[src/design/dpbg_pkg.sv]
// Shared types, constants and the tanh lookup table for the dot-product GeLU block.
package dpbg_pkg;

    // Accumulator limits, signed Q.24 in 48 bits.
    localparam logic signed [47:0] ACC_MAX = 48'sh7FFF_FFFF_FFFF;
    localparam logic signed [47:0] ACC_MIN = 48'sh8000_0000_0000;

    // GeLU constants in Q.30: sqrt(2/pi) and 0.044715.
    localparam logic [29:0] GELU_C1 = 30'd856722024;
    localparam logic [29:0] GELU_C2 = 30'd48012366;

    // 1.0 in the Q.15 tanh format.
    localparam logic [16:0] TANH_ONE = 17'd32768;

    // The table covers |t| < 4 with a power-of-two number of entries.
    localparam int TANH_DEPTH = 256;
    localparam int TANH_IDX_W = $clog2(TANH_DEPTH);
    localparam logic [63:0] TANH_DEN = 64'(16 * TANH_DEPTH);
    localparam logic [63:0] ONE_Q30 = 64'd1 << 30;

    // Rounding offsets for the epilogue shifts.
    localparam logic [62:0] RND_Q23 = 63'd1 << 23;
    localparam logic [62:0] RND_Q27 = 63'd1 << 27;
    localparam logic [62:0] RND_Q29 = 63'd1 << 29;

    typedef enum logic [3:0] {
        OP_NONE,
        OP_BIAS,
        OP_SQUARE,
        OP_CUBE,
        OP_POLY,
        OP_ARG,
        OP_LOOKUP,
        OP_INTERP,
        OP_SCALE,
        OP_ROUND
    } t_dp_op;

    typedef struct packed {
        logic   capture;
        t_dp_op op;
    } t_dp_cmd;

    typedef struct packed {
        logic acc_done;
    } t_dp_status;

    // Restoring division, used only while the table constant is elaborated.
    function automatic logic [63:0] div_u64(input logic [63:0] num, input logic [63:0] den);
        logic [63:0] q;
        logic [63:0] r;
        q = '0;
        r = '0;
        for (int k = 63; k >= 0; k--) begin
            r = {r[62:0], num[k]};
            if (r >= den) begin
                r    = r - den;
                q[k] = 1'b1;
            end
        end
        return q;
    endfunction

    // tanh(4*i/TANH_DEPTH) in Q.15: a short series at 1/64 of the argument,
    // then six applications of the double-angle identity.
    function automatic logic [15:0] tanh_entry(input logic [63:0] idx);
        logic [63:0] u;
        logic [63:0] u2;
        logic [63:0] u3;
        logic [63:0] u5;
        logic [63:0] u7;
        logic [63:0] t;
        u  = ((idx << 30) + TANH_DEN / 2) / TANH_DEN;
        u2 = (u * u) >> 30;
        u3 = (u2 * u) >> 30;
        u5 = (u3 * u2) >> 30;
        u7 = (u5 * u2) >> 30;
        t  = u + (64'd2 * u5) / 15 - u3 / 3 - (64'd17 * u7) / 315;
        for (int k = 0; k < 6; k++) begin
            t = div_u64((64'd2 * t) << 30, ONE_Q30 + ((t * t) >> 30));
        end
        t = (t + 64'd16384) >> 15;
        return (t > 64'd32767) ? 16'd32767 : t[15:0];
    endfunction

    function automatic logic [TANH_DEPTH*16-1:0] tanh_rom_build();
        logic [TANH_DEPTH*16-1:0] rom;
        rom = '0;
        for (int i = 0; i < TANH_DEPTH; i++) begin
            rom[i*16 +: 16] = tanh_entry(64'(i));
        end
        return rom;
    endfunction

    localparam logic [TANH_DEPTH*16-1:0] TANH_ROM = tanh_rom_build();

endpackage

[src/design/dot_product_bias_gelu.sv]
// Throughput: one term per cycle while s_axis_tready is high; after a last term no new
// transaction is taken until the nine-step epilogue, which shares one multiplier, has
// written its result to the output register, which waits while the output is stalled.
// A last term passes the input, product and accumulator stages, then the epilogue.
// Reset (i_rst_n low, synchronous) clears the accumulator, the overflow flag,
// the pipeline valid bits and the output valid; the tanh table is constant.
module dot_product_bias_gelu
    import dpbg_pkg::*;
(
    input  logic        i_clk,
    input  logic        i_rst_n,
    input  logic        s_axis_tvalid,
    output logic        s_axis_tready,
    input  logic [47:0] s_axis_tdata,  // a_value [15:0], b_value [31:16], bias_value [47:32]
    input  logic        s_axis_tlast,  // last_term
    output logic        m_axis_tvalid,
    input  logic        m_axis_tready,
    output logic [15:0] m_axis_tdata,  // activation [15:0]
    output logic [0:0]  m_axis_tuser   // saturated [0]
);

    t_dp_cmd    cmd;
    t_dp_status status;

    dpbg_ctrl u_ctrl (
        .i_clk     (i_clk),
        .i_rst_n   (i_rst_n),
        .i_s_valid (s_axis_tvalid),
        .i_s_last  (s_axis_tlast),
        .o_s_ready (s_axis_tready),
        .o_m_valid (m_axis_tvalid),
        .i_m_ready (m_axis_tready),
        .o_cmd     (cmd),
        .i_status  (status)
    );

    dpbg_datapath u_datapath (
        .i_clk    (i_clk),
        .i_rst_n  (i_rst_n),
        .i_cmd    (cmd),
        .o_status (status),
        .i_tdata  (s_axis_tdata),
        .i_tlast  (s_axis_tlast),
        .o_tdata  (m_axis_tdata),
        .o_tuser  (m_axis_tuser[0])
    );

endmodule

[src/design/dpbg_datapath.sv]
// Datapath: multiply-accumulate pipeline and the shared-multiplier GeLU epilogue.
module dpbg_datapath
    import dpbg_pkg::*;
(
    input  logic        i_clk,
    input  logic        i_rst_n,
    input  t_dp_cmd     i_cmd,
    output t_dp_status  o_status,
    input  logic [47:0] i_tdata,  // a_value [15:0], b_value [31:16], bias_value [47:32]
    input  logic        i_tlast,  // last_term
    output logic [15:0] o_tdata,  // activation [15:0]
    output logic        o_tuser   // saturated [0]
);

    // Input stage.
    logic signed [15:0] r_a;
    logic signed [15:0] r_b;
    logic signed [15:0] r_bias;
    logic               r_v1;
    logic               r_last1;

    // Product stage.
    logic signed [31:0] r_mac;
    logic               r_v2;
    logic               r_last2;

    // Accumulator stage.
    logic signed [47:0] r_acc;
    logic               r_ovf;
    logic               r_acc_done;

    // Epilogue registers.
    logic signed [47:0] r_x;
    logic [26:0]        r_m;
    logic               r_neg;
    logic               r_big;
    logic               r_small;
    logic [62:0]        r_prod;
    logic [15:0]        r_lo;
    logic [15:0]        r_diff;
    logic [23:0]        r_frac;
    logic               r_tsat;

    // Result register.
    logic [15:0]        r_act;
    logic               r_sat;

    logic signed [48:0] acc_sum;
    logic signed [48:0] bias_sum;
    logic [47:0]        x_abs;
    logic               x_out_range;
    logic [62:0]        rnd23_sum;
    logic [62:0]        rnd27_sum;
    logic [62:0]        rnd29_sum;
    logic [29:0]        arg_t0;
    logic [29:0]        arg_t;
    logic [TANH_IDX_W+23:0] tab_pos;
    logic [TANH_IDX_W-1:0]  tab_idx;
    logic [TANH_IDX_W-1:0]  tab_idx_nx;
    logic [15:0]        tab_lo;
    logic [15:0]        tab_hi;
    logic [16:0]        tanh_mag;
    logic [16:0]        gelu_factor;
    logic [17:0]        out_mag;
    logic [15:0]        res_act;
    logic               res_clip;
    logic [32:0]        mul_a;
    logic [29:0]        mul_b;
    logic [62:0]        mul_p;
    logic               mul_en;

    function automatic logic signed [47:0] sat48(input logic signed [48:0] s);
        if (s[48] != s[47]) begin
            return s[48] ? ACC_MIN : ACC_MAX;
        end
        return s[47:0];
    endfunction

    assign acc_sum  = 49'(r_acc) + 49'(r_mac);
    assign bias_sum = 49'(r_acc) + 49'($signed({r_bias, 12'd0}));

    // Magnitude of x; anything at or beyond 8.0 takes the short path.
    assign x_abs       = r_x[47] ? 48'(-r_x) : 48'(r_x);
    assign x_out_range = (x_abs[47:27] != '0);

    assign rnd23_sum = r_prod + RND_Q23;
    assign rnd27_sum = r_prod + RND_Q27;
    assign rnd29_sum = r_prod + RND_Q29;

    assign arg_t0 = 30'(r_m) + rnd29_sum[59:30];
    assign arg_t  = rnd29_sum[59:30];

    // Table position: t * depth / 4 with a 24-bit fraction.
    assign tab_pos    = {arg_t[25:0], {(TANH_IDX_W-2){1'b0}}};
    assign tab_idx    = tab_pos[24 +: TANH_IDX_W];
    assign tab_idx_nx = tab_idx + 1'b1;
    assign tab_lo     = TANH_ROM[{tab_idx, 4'b0000} +: 16];

    always_comb begin
        if (tab_idx == TANH_IDX_W'(TANH_DEPTH - 1)) begin
            tab_hi = TANH_ONE[15:0];
        end else begin
            tab_hi = TANH_ROM[{tab_idx_nx, 4'b0000} +: 16];
        end
        if (tab_hi < tab_lo) begin
            tab_hi = tab_lo;
        end
    end

    assign tanh_mag    = r_tsat ? TANH_ONE : (17'(r_lo) + rnd23_sum[40:24]);
    assign gelu_factor = r_neg ? (TANH_ONE - tanh_mag) : (TANH_ONE + tanh_mag);
    assign out_mag     = rnd27_sum[45:28];

    always_comb begin
        res_act  = '0;
        res_clip = 1'b0;
        if (r_big) begin
            res_act  = 16'h7FFF;
            res_clip = 1'b1;
        end else if (r_small) begin
            res_act = '0;
        end else if (!r_neg) begin
            if (out_mag[17:15] != '0) begin
                res_act  = 16'h7FFF;
                res_clip = 1'b1;
            end else begin
                res_act = out_mag[15:0];
            end
        end else begin
            if (out_mag > 18'd32768) begin
                res_act  = 16'h8000;
                res_clip = 1'b1;
            end else begin
                res_act = 16'(-out_mag);
            end
        end
    end

    // One multiplier serves every product of the epilogue.
    always_comb begin
        mul_a  = '0;
        mul_b  = '0;
        mul_en = 1'b1;
        case (i_cmd.op)
            OP_SQUARE: begin
                mul_a = 33'(x_abs[26:0]);
                mul_b = 30'(x_abs[26:0]);
            end
            OP_CUBE: begin
                mul_a = 33'(r_prod[53:24]);
                mul_b = 30'(r_m);
            end
            OP_POLY: begin
                mul_a = r_prod[56:24];
                mul_b = GELU_C2;
            end
            OP_ARG: begin
                mul_a = 33'(arg_t0);
                mul_b = GELU_C1;
            end
            OP_INTERP: begin
                mul_a = 33'(r_diff);
                mul_b = 30'(r_frac);
            end
            OP_SCALE: begin
                mul_a = 33'(r_m);
                mul_b = 30'(gelu_factor);
            end
            default: begin
                mul_en = 1'b0;
            end
        endcase
    end

    assign mul_p = {30'd0, mul_a} * {33'd0, mul_b};

    always_ff @(posedge i_clk) begin
        if (!i_rst_n) begin
            r_v1       <= 1'b0;
            r_v2       <= 1'b0;
            r_acc_done <= 1'b0;
            r_acc      <= '0;
            r_ovf      <= 1'b0;
        end else begin
            r_v1       <= i_cmd.capture;
            r_v2       <= r_v1;
            r_acc_done <= r_v2 && r_last2;
            if (r_v2) begin
                r_acc <= sat48(acc_sum);
                if (acc_sum[48] != acc_sum[47]) begin
                    r_ovf <= 1'b1;
                end
            end
            if (i_cmd.op == OP_BIAS && bias_sum[48] != bias_sum[47]) begin
                r_ovf <= 1'b1;
            end
            if (i_cmd.op == OP_ROUND) begin
                r_acc <= '0;
                r_ovf <= 1'b0;
            end
        end
    end

    always_ff @(posedge i_clk) begin
        if (i_cmd.capture) begin
            r_a     <= $signed(i_tdata[15:0]);
            r_b     <= $signed(i_tdata[31:16]);
            r_bias  <= $signed(i_tdata[47:32]);
            r_last1 <= i_tlast;
        end
        r_mac   <= r_a * r_b;
        r_last2 <= r_v1 && r_last1;
        if (mul_en) begin
            r_prod <= mul_p;
        end
        case (i_cmd.op)
            OP_BIAS: begin
                r_x <= sat48(bias_sum);
            end
            OP_SQUARE: begin
                r_m     <= x_abs[26:0];
                r_neg   <= r_x[47];
                r_big   <= x_out_range && !r_x[47];
                r_small <= x_out_range && r_x[47];
            end
            OP_LOOKUP: begin
                r_tsat <= (arg_t[29:26] != '0);
                r_lo   <= tab_lo;
                r_diff <= tab_hi - tab_lo;
                r_frac <= tab_pos[23:0];
            end
            OP_ROUND: begin
                r_act <= res_act;
                r_sat <= res_clip || r_ovf;
            end
            default: begin
            end
        endcase
    end

    assign o_status.acc_done = r_acc_done;
    assign o_tdata           = r_act;
    assign o_tuser           = r_sat;

`ifndef SYNTHESIS
    a_clear_after_round: assert property (@(posedge i_clk) disable iff (!i_rst_n)
        i_cmd.op == OP_ROUND |=> r_acc == '0 && !r_ovf)
        else $error("accumulator not cleared after a result");

    a_mac_idle_in_epilogue: assert property (@(posedge i_clk) disable iff (!i_rst_n)
        i_cmd.op != OP_NONE |-> !r_v1 && !r_v2)
        else $error("epilogue runs while products are still in flight");

    a_small_gives_zero: assert property (@(posedge i_clk) disable iff (!i_rst_n)
        i_cmd.op == OP_ROUND && r_small |=> r_act == '0)
        else $error("large negative argument did not give zero");
`endif

endmodule

[src/design/dpbg_ctrl.sv]
// Controller state machine: input flow control, epilogue sequencing and output valid.
module dpbg_ctrl
    import dpbg_pkg::*;
(
    input  logic       i_clk,
    input  logic       i_rst_n,
    input  logic       i_s_valid,
    input  logic       i_s_last,
    output logic       o_s_ready,
    output logic       o_m_valid,
    input  logic       i_m_ready,
    output t_dp_cmd    o_cmd,
    input  t_dp_status i_status
);

    typedef enum logic [9:0] {
        S_RUN    = 10'b00_0000_0001,
        S_DRAIN  = 10'b00_0000_0010,
        S_SQUARE = 10'b00_0000_0100,
        S_CUBE   = 10'b00_0000_1000,
        S_POLY   = 10'b00_0001_0000,
        S_ARG    = 10'b00_0010_0000,
        S_LOOKUP = 10'b00_0100_0000,
        S_INTERP = 10'b00_1000_0000,
        S_SCALE  = 10'b01_0000_0000,
        S_ROUND  = 10'b10_0000_0000
    } t_state;

    t_state r_state;
    t_state n_state;
    logic   r_out_valid;
    logic   n_out_valid;
    logic   accept;
    logic   out_free;

    assign o_s_ready = (r_state == S_RUN);
    assign accept    = i_s_valid && o_s_ready;
    assign out_free  = !r_out_valid || i_m_ready;

    always_comb begin
        n_state       = r_state;
        o_cmd.capture = accept;
        o_cmd.op      = OP_NONE;
        case (r_state)
            S_RUN: begin
                if (accept && i_s_last) begin
                    n_state = S_DRAIN;
                end
            end
            S_DRAIN: begin
                // The bias is added as soon as the last product reaches the accumulator.
                if (i_status.acc_done) begin
                    o_cmd.op = OP_BIAS;
                    n_state  = S_SQUARE;
                end
            end
            S_SQUARE: begin
                o_cmd.op = OP_SQUARE;
                n_state  = S_CUBE;
            end
            S_CUBE: begin
                o_cmd.op = OP_CUBE;
                n_state  = S_POLY;
            end
            S_POLY: begin
                o_cmd.op = OP_POLY;
                n_state  = S_ARG;
            end
            S_ARG: begin
                o_cmd.op = OP_ARG;
                n_state  = S_LOOKUP;
            end
            S_LOOKUP: begin
                o_cmd.op = OP_LOOKUP;
                n_state  = S_INTERP;
            end
            S_INTERP: begin
                o_cmd.op = OP_INTERP;
                n_state  = S_SCALE;
            end
            S_SCALE: begin
                o_cmd.op = OP_SCALE;
                n_state  = S_ROUND;
            end
            S_ROUND: begin
                if (out_free) begin
                    o_cmd.op = OP_ROUND;
                    n_state  = S_RUN;
                end
            end
            default: begin
                n_state = S_RUN;
            end
        endcase
    end

    always_comb begin
        n_out_valid = r_out_valid;
        if (r_state == S_ROUND && out_free) begin
            n_out_valid = 1'b1;
        end else if (i_m_ready) begin
            n_out_valid = 1'b0;
        end
    end

    always_ff @(posedge i_clk) begin
        if (!i_rst_n) begin
            r_state     <= S_RUN;
            r_out_valid <= 1'b0;
        end else begin
            r_state     <= n_state;
            r_out_valid <= n_out_valid;
        end
    end

    assign o_m_valid = r_out_valid;

`ifndef SYNTHESIS
    a_last_stops_input: assert property (@(posedge i_clk) disable iff (!i_rst_n)
        accept && i_s_last |=> !o_s_ready)
        else $error("input still taken after the last term");

    a_result_from_round: assert property (@(posedge i_clk) disable iff (!i_rst_n)
        $rose(r_out_valid) |-> $past(r_state == S_ROUND))
        else $error("result valid raised outside the final epilogue step");

    a_done_while_draining: assert property (@(posedge i_clk) disable iff (!i_rst_n)
        i_status.acc_done |-> r_state == S_DRAIN)
        else $error("last product accumulated outside the drain state");

    a_round_waits: assert property (@(posedge i_clk) disable iff (!i_rst_n)
        r_state == S_ROUND && !out_free |=> r_state == S_ROUND && r_out_valid)
        else $error("result overwritten before the previous one was taken");
`endif

endmodule
[config.mk]
export PLATFORM = sky130hd
export DESIGN_NAME = dot_product_bias_gelu
export DESIGN_NICKNAME = d
export VERILOG_FILES = /design/src/design/dpbg_pkg.sv /design/src/design/dot_product_bias_gelu.sv /design/src/design/dpbg_datapath.sv /design/src/design/dpbg_ctrl.sv
export SDC_FILE = /design/constraint.sdc
export NUM_CORES = 2
export LEC_CHECK = 0
export BUFFER_PORTS_ARGS = -buffer_cell sky130_fd_sc_hd__buf_4
export CAP_MARGIN = 40
export CORE_UTILIZATION = 45
export DETAILED_ROUTE_END_ITERATION = 12
export PLACE_DENSITY = 0.66
export SLEW_MARGIN = 10
export SYNTH_ARGS = -nofsm -noshare
export SYNTH_HDL_FRONTEND = slang
export SYNTH_SLANG_ARGS = --single-unit
[constraint.sdc]
create_clock -name i_clk -period 11 [get_ports i_clk]
set_clock_uncertainty 0.05 [all_clocks]
set_input_delay 1.1 -clock i_clk [delete_from_list [all_inputs] [get_ports i_clk]]
set_output_delay 1.1 -clock i_clk [all_outputs]
set_load 0.02 [all_outputs]
### After elaboration in Yosys (flattened, before gate mapping)

Index checks and enable logic that the tools add are counted.

* $add $sub $neg: 13
* muxes and demuxes: 40
* $mul: 2
* order comparisons: 2
* shift-type cells: 2
* reductions and logical operators: 23
* equality and inequality tests: 25
* bitwise operators: 1

Operators with widths (number)
* 4096-bit by 13-bit indexed part select with 16-bit output (first input constant): 2
* 48-bit 2-to-1 mux: 7
* 33-bit case mux with 6 select lines: 1
* 30-bit case mux with 6 select lines: 1
* 10-bit case mux with 10 select lines: 1
* 16-bit 2-to-1 mux: 5
* 60-bit by 30-bit adder with 60-bit output (second input constant): 1
* 33-bit by 30-bit multiplier with 60-bit output: 1
* 48-bit by 28-bit adder with 49-bit output: 1
* 48-bit by 32-bit adder with 49-bit output: 1
* 48-bit negator: 1
* 46-bit by 28-bit adder with 46-bit output (second input constant): 1
* 41-bit by 24-bit adder with 41-bit output (second input constant): 1
* 4-bit case mux with 9 select lines: 1
* 17-bit 2-to-1 mux: 2
* 16-bit by 16-bit multiplier with 32-bit output: 1
* 27-bit by 30-bit adder with 30-bit output: 1
* 10-bit 2-to-1 mux: 3
* 21-bit nonzero test: 1
* 18-bit by 16-bit > comparator with 1-bit output (second input constant): 1
* 16-bit by 17-bit adder with 17-bit output: 1
* 16-bit by 17-bit adder with 17-bit output (first input constant): 1
* 1-bit 2-to-1 mux: 17
* 16-bit by 17-bit subtractor with 17-bit output (first input constant): 1
* other kinds (35): 54

* register bits: 351
* word-level logic and storage cells: 134
* bits of input ports: 53
* output and inout port bits: 19

### Longest topological paths before layout

* word-level depth: 8
* mapped depth: 54
* mapped depth without buffers: 47

### Modules after synthesis

A second synthesis with hierarchy kept.

* cells, all modules: 7926
* area total of the unflattened synthesis: 68022.7 sq um

By module, submodules not included
* dpbg_datapath: area an instance 67338.3 sq um, cells an instance 7844, instances 1, sequential area each 8638.3 sq um
* dpbg_ctrl: area an instance 684.4 sq um, cells an instance 82, instances 1, sequential area each 220.2 sq um

### Worst setup path before layout

Ideal clock, no wire load.

* path type: register to register
* from: register u_datapath.r_prod[29]
* to: register u_datapath.r_prod[56], data pin
* setup slack: -1.156 ns
* cell stages (with the launch flop): 47
* data arrival time: 11.848 ns
* buffers on the path: 7
* clock period less this slack: 12.156 ns
* setup time: 0.258 ns
* required time: 10.692 ns
* path through: edfxtp_1 -> buf_2 -> nand3_1 -> or4_1 -> buf_2 -> or3_1 -> nand2_1 -> clkbuf_1 -> clkbuf_1 -> clkbuf_1 -> ha_1 -> o21ai_0 -> o211ai_1 -> nor2_1 -> xor2_1 -> nor2_1 -> or3_1 -> clkbuf_1 -> (+11 left out) -> fa_1 -> fa_1 -> fa_1 -> inv_1 -> ha_1 -> nand2_1 -> nor2_1 -> nand3_1 -> a221oi_1 -> o22ai_1 -> a2111oi_1 -> a21oi_1 -> o31a_1 -> o21a_1 -> o31ai_1 -> o21a_1 -> nor2_1 -> xnor2_1

* word-level cells in the longest chain between the ends: 7
* elaborated cells between the ends (all ways): 11
* classes of those cells: add/sub (6); mul (1); mux (4)

Ends and longest elaborated chain
* start: declaration: line dpbg_datapath.sv:38 `logic [62:0] r_prod;`
* start signal: assignment: line dpbg_datapath.sv:214 `r_prod <= mul_p;`
* 41-bit by 24-bit adder with 41-bit output: line dpbg_datapath.sv:86 `assign rnd23_sum = r_prod + RND_Q23;`
* 16-bit by 17-bit adder with 17-bit output: line dpbg_datapath.sv:110 `assign tanh_mag = r_tsat ? TANH_ONE : (17'(r_lo) + rnd23_sum[40:24]);`
* 17-bit 2-to-1 mux: line dpbg_datapath.sv:110
* 16-bit by 17-bit adder with 17-bit output / 16-bit by 17-bit subtractor with 17-bit output (equally long branches): line dpbg_datapath.sv:111 `assign gelu_factor = r_neg ? (TANH_ONE - tanh_mag) : (TANH_ONE + tanh_mag);`
* 17-bit 2-to-1 mux: line dpbg_datapath.sv:111
* 30-bit case mux with 6 select lines: line dpbg_datapath.sv:144 `case (i_cmd.op)`
* 33-bit by 30-bit multiplier with 60-bit output (*): line dpbg_datapath.sv:175 `assign mul_p = {30'd0, mul_a} * {33'd0, mul_b};`
* named net u_datapath.mul_p[56]: line dpbg_datapath.sv:69 `logic [62:0] mul_p;`

The timed path passes the listed nets; every way through them passes the cells marked *.
A chain may end at the register's enable or synchronous reset.

### Worst setup path after layout

* from: register u_datapath.r_prod[25]
* to: register u_datapath.r_prod[52], data pin

The elaborated chain is that of the path after synthesis.

==> flow_metrics.py <==
metrics = {
    "outcome": {
        "outcome": "finished, violations left",
        "violations": "setup timing",
    },
    "setup_path": {
        "cp_max_fo": 5,
        "cpMostUsedCell": "fa_1",
        "cpLargestDelayFamily": "adder cells",
        "critPathBufInv": 10,
        "slowest_delay_ns": 0.56,
        "crit_start": "u_datapath.r_prod[25]",
        "criticalPathCategory": "flip-flop to flip-flop",
        "r2r-start": "u_datapath.r_prod[25]",
        "cpMaxStageDelayCell": "fa_2",
        "critPathRequiredTime_ns": 11.29,
        "cp-end-kind": "flip-flop",
        "critPathLaunchType": "flip-flop",
        "cp.arrival_ns": 11.48,
    },
    "timing": {
        "period_minus_slack_ns": 11.18,
        "drv_slew": 0,
        "finalSetupViolCount": 12,
        "timing_hold_violations_final": 0,
        "setup_tns_ns": -1.36,
        "worst_pin_slew_ns": 0.960,
        "timing.fmax_mhz": 89.4,
        "rsz0062_at_grt": "true",
        "timing.slew.headroom_pct": 36.0,
        "final.setup.worst_slack_ns": -0.185,
        "hold_ws_ns": 0.411,
        "fin_crit_sh_pct": 102,
    },
    "clock_tree": {
        "clock_latency_ns": 0.61,
        "cts_inserted_buffers": 39,
        "cts_tree": "built",
        "root_buffer": "clkbuf_16",
        "clk_path_buf_depth": 3,
        "htreeDepth": 2,
        "path_clk_slew_ns": 0.06,
        "clock_sinks": 327,
    },
    "synthesis": {
        "ys_seq_area_share_pct": 13.1,
        "async_flop_share_pct": 0,
        "synth_top_area_cell": "fa_1",
        "synth-edff-count": 231,
        "ys_types": 94,
        "synth_area_sq_um": 67800,
        "ys.flop_type": "edfxtp_1",
        "yosys_warnings": 0,
        "ys_seq_elements": 327,
        "syn_avg_cell_area_sq_um": 8.57,
        "synthCells": 7912,
        "synth_top_area_share_pct": 32.4,
        "yosys-top-cells-area": "fa_1, edfxtp_1, ha_1",
    },
    "job": {
        "cap_violations": 0,
    },
    "power_and_ir_drop": {
        "p_leak_nw": 36.5,
        "power.density_nw_per_um2": 188,
        "peakVddDrop_mv": 1.88,
        "p_total_mw": 14.9,
    },
    "placed_design": {
        "dpl-instance-area_sq_um": 75500,
        "hpwl_microns": 194000,
        "dp_cells": 10300,
        "io_buffers": 71,
        "place_ws_ns": -0.987,
        "place.gp.congestion": 0.996,
    },
    "floorplanning": {
        "die-area_sq_um": 152000,
        "ioPinCount": 72,
        "fp.dieH_microns": 390,
        "core_area_sq_um": 150000,
        "rows": 142,
        "die_w_microns": 390,
        "start_util_pct": 45.3,
    },
    "layout": {
        "final_util_pct": 52.9,
        "final_cell_mix": "inv_1, fa_1, nand2_1",
        "post-route-cell-area_sq_um": 79100,
        "syn2layout_area_growth_pct": 16.7,
        "layout-drive-gt1-share_pct": 15.4,
        "fillers": 14000,
        "final_nets": 10100,
        "layout.cells.most_common": "inv_1",
        "final_cells": 10500,
    },
    "detailed_routing": {
        "firstDrtPassIters": 6,
        "viasPerCell": 5.74,
        "drtIter0Drc": 6135,
        "finalWirelength_microns": 240000,
        "vias": 60200,
        "drt.antenna.violating_nets": 0,
        "wire_per_inst_microns": 22.9,
        "drc": 0,
    },
    "global_routing": {
        "track_usage_pct": 31.4,
        "overflow": 0,
        "grt_pass1_vias": 61400,
        "grt_max_degree": 73,
        "antenna_found_initial": 2,
        "grt_pass1_wl_microns": 367000,
    },
    "worst_hold_path": {
        "hold_start": "u_datapath.r_v1",
        "hp-class": "flip-flop to flip-flop",
    },
}
cell usage after synthesis, types with 53 or more instances:
cell / n
xor2_1: 98
inv_1: 1321
fa_1: 1097
a31oi_1: 53
and2_1: 190
nand3_1: 120
nor2_1: 577
nor2b_1: 68
edfxtp_1: 231
clkbuf_1: 351
nand2_1: 1034
o211ai_1: 62
o21ai_0: 288
dfxtp_1: 96
nand2b_1: 85
nor3_1: 130
a211oi_1: 66
a221o_1: 56
a21o_1: 104
a21oi_1: 388
ha_1: 541
xnor2_1: 197
final timing paths:
kind	slack (ns)	to	cells past startpoint
setup / recovery	-0.18	u_datapath.r_prod[52]	46
hold / removal	0.41	u_datapath.r_v2	1
setup reg to reg	-0.18	u_datapath.r_prod[52]	46
hold reg to reg	0.41	u_datapath.r_v2	1
cells by family after synthesis:
| logic type | share of synthesized area [%] |
|---|---|
| simple gates | 16.0 |
| compound gates | 14.1 |
| fa+ha+maj | 42.5 |
| buf+inv | 9.84 |
| other cells | 0.0111 |
| xor+xnor | 3.90 |
| flops | 13.1 |
| mux | 0.572 |
flip-flops by register name, summed over array words and instances, names as in the netlist, 10 cells and up:
register            count
u_datapath.r_frac      18
u_datapath.r_a         16
u_datapath.r_prod      37
u_datapath.r_acc       48
u_datapath.r_diff      16
u_datapath.r_lo        15
u_ctrl.r_state         10
u_datapath.r_x         48
u_datapath.r_b         16
u_datapath.o_tdata     16
u_datapath.r_m         27
u_datapath.r_mac       32
u_datapath.r_bias      16
report_power, final:
| part | leakage, nW | internal, mW | switching, mW | total [mW] |
|---|---|---|---|---|
| registers | 2.91 | 1.68 | 0.165 | 1.84 |
| clock network | 0.617 | 0.718 | 0.593 | 1.31 |
| logic | 32.9 | 5.31 | 6.43 | 11.7 |
routing by layer:
| layer | global-route usage [%] | routed length, microns | up-vias |
|---|---|---|---|
| li1 | - | - | 26800 |
| met1 | 41.5 | 96700 | 30100 |
| met2 | 52.9 | 114000 | 2757 |
| met3 | 3.82 | 18600 | 542 |
| met4 | 11.7 | 10700 | 0 |
| met5 | 0 | 0 | - |
layout make-up:
| class | count | area, sq um | area share, % |
|---|---|---|---|
| Tap cell | 2016 | 2520 | 3.19 |
| Clock inverter | 26 | 229 | 0.289 |
| Inverter | 1327 | 4980 | 6.30 |
| Antenna cell | 1 | 2.50 | 0.00316 |
| Clock buffer | 46 | 1040 | 1.32 |
| Timing Repair Buffer | 879 | 7170 | 9.07 |
| Sequential cell | 327 | 8860 | 11.2 |
| Multi-Input combinational cell | 5864 | 54300 | 68.6 |
timing repair:
item	CTS	global route
endpoints found under the setup margin	34	37
pin swaps	170	153
hold buffers	0	0
gates cloned	1	0
resized for setup	171	196
buffers inserted	64	40
Power figures use the tool's default switching activity.
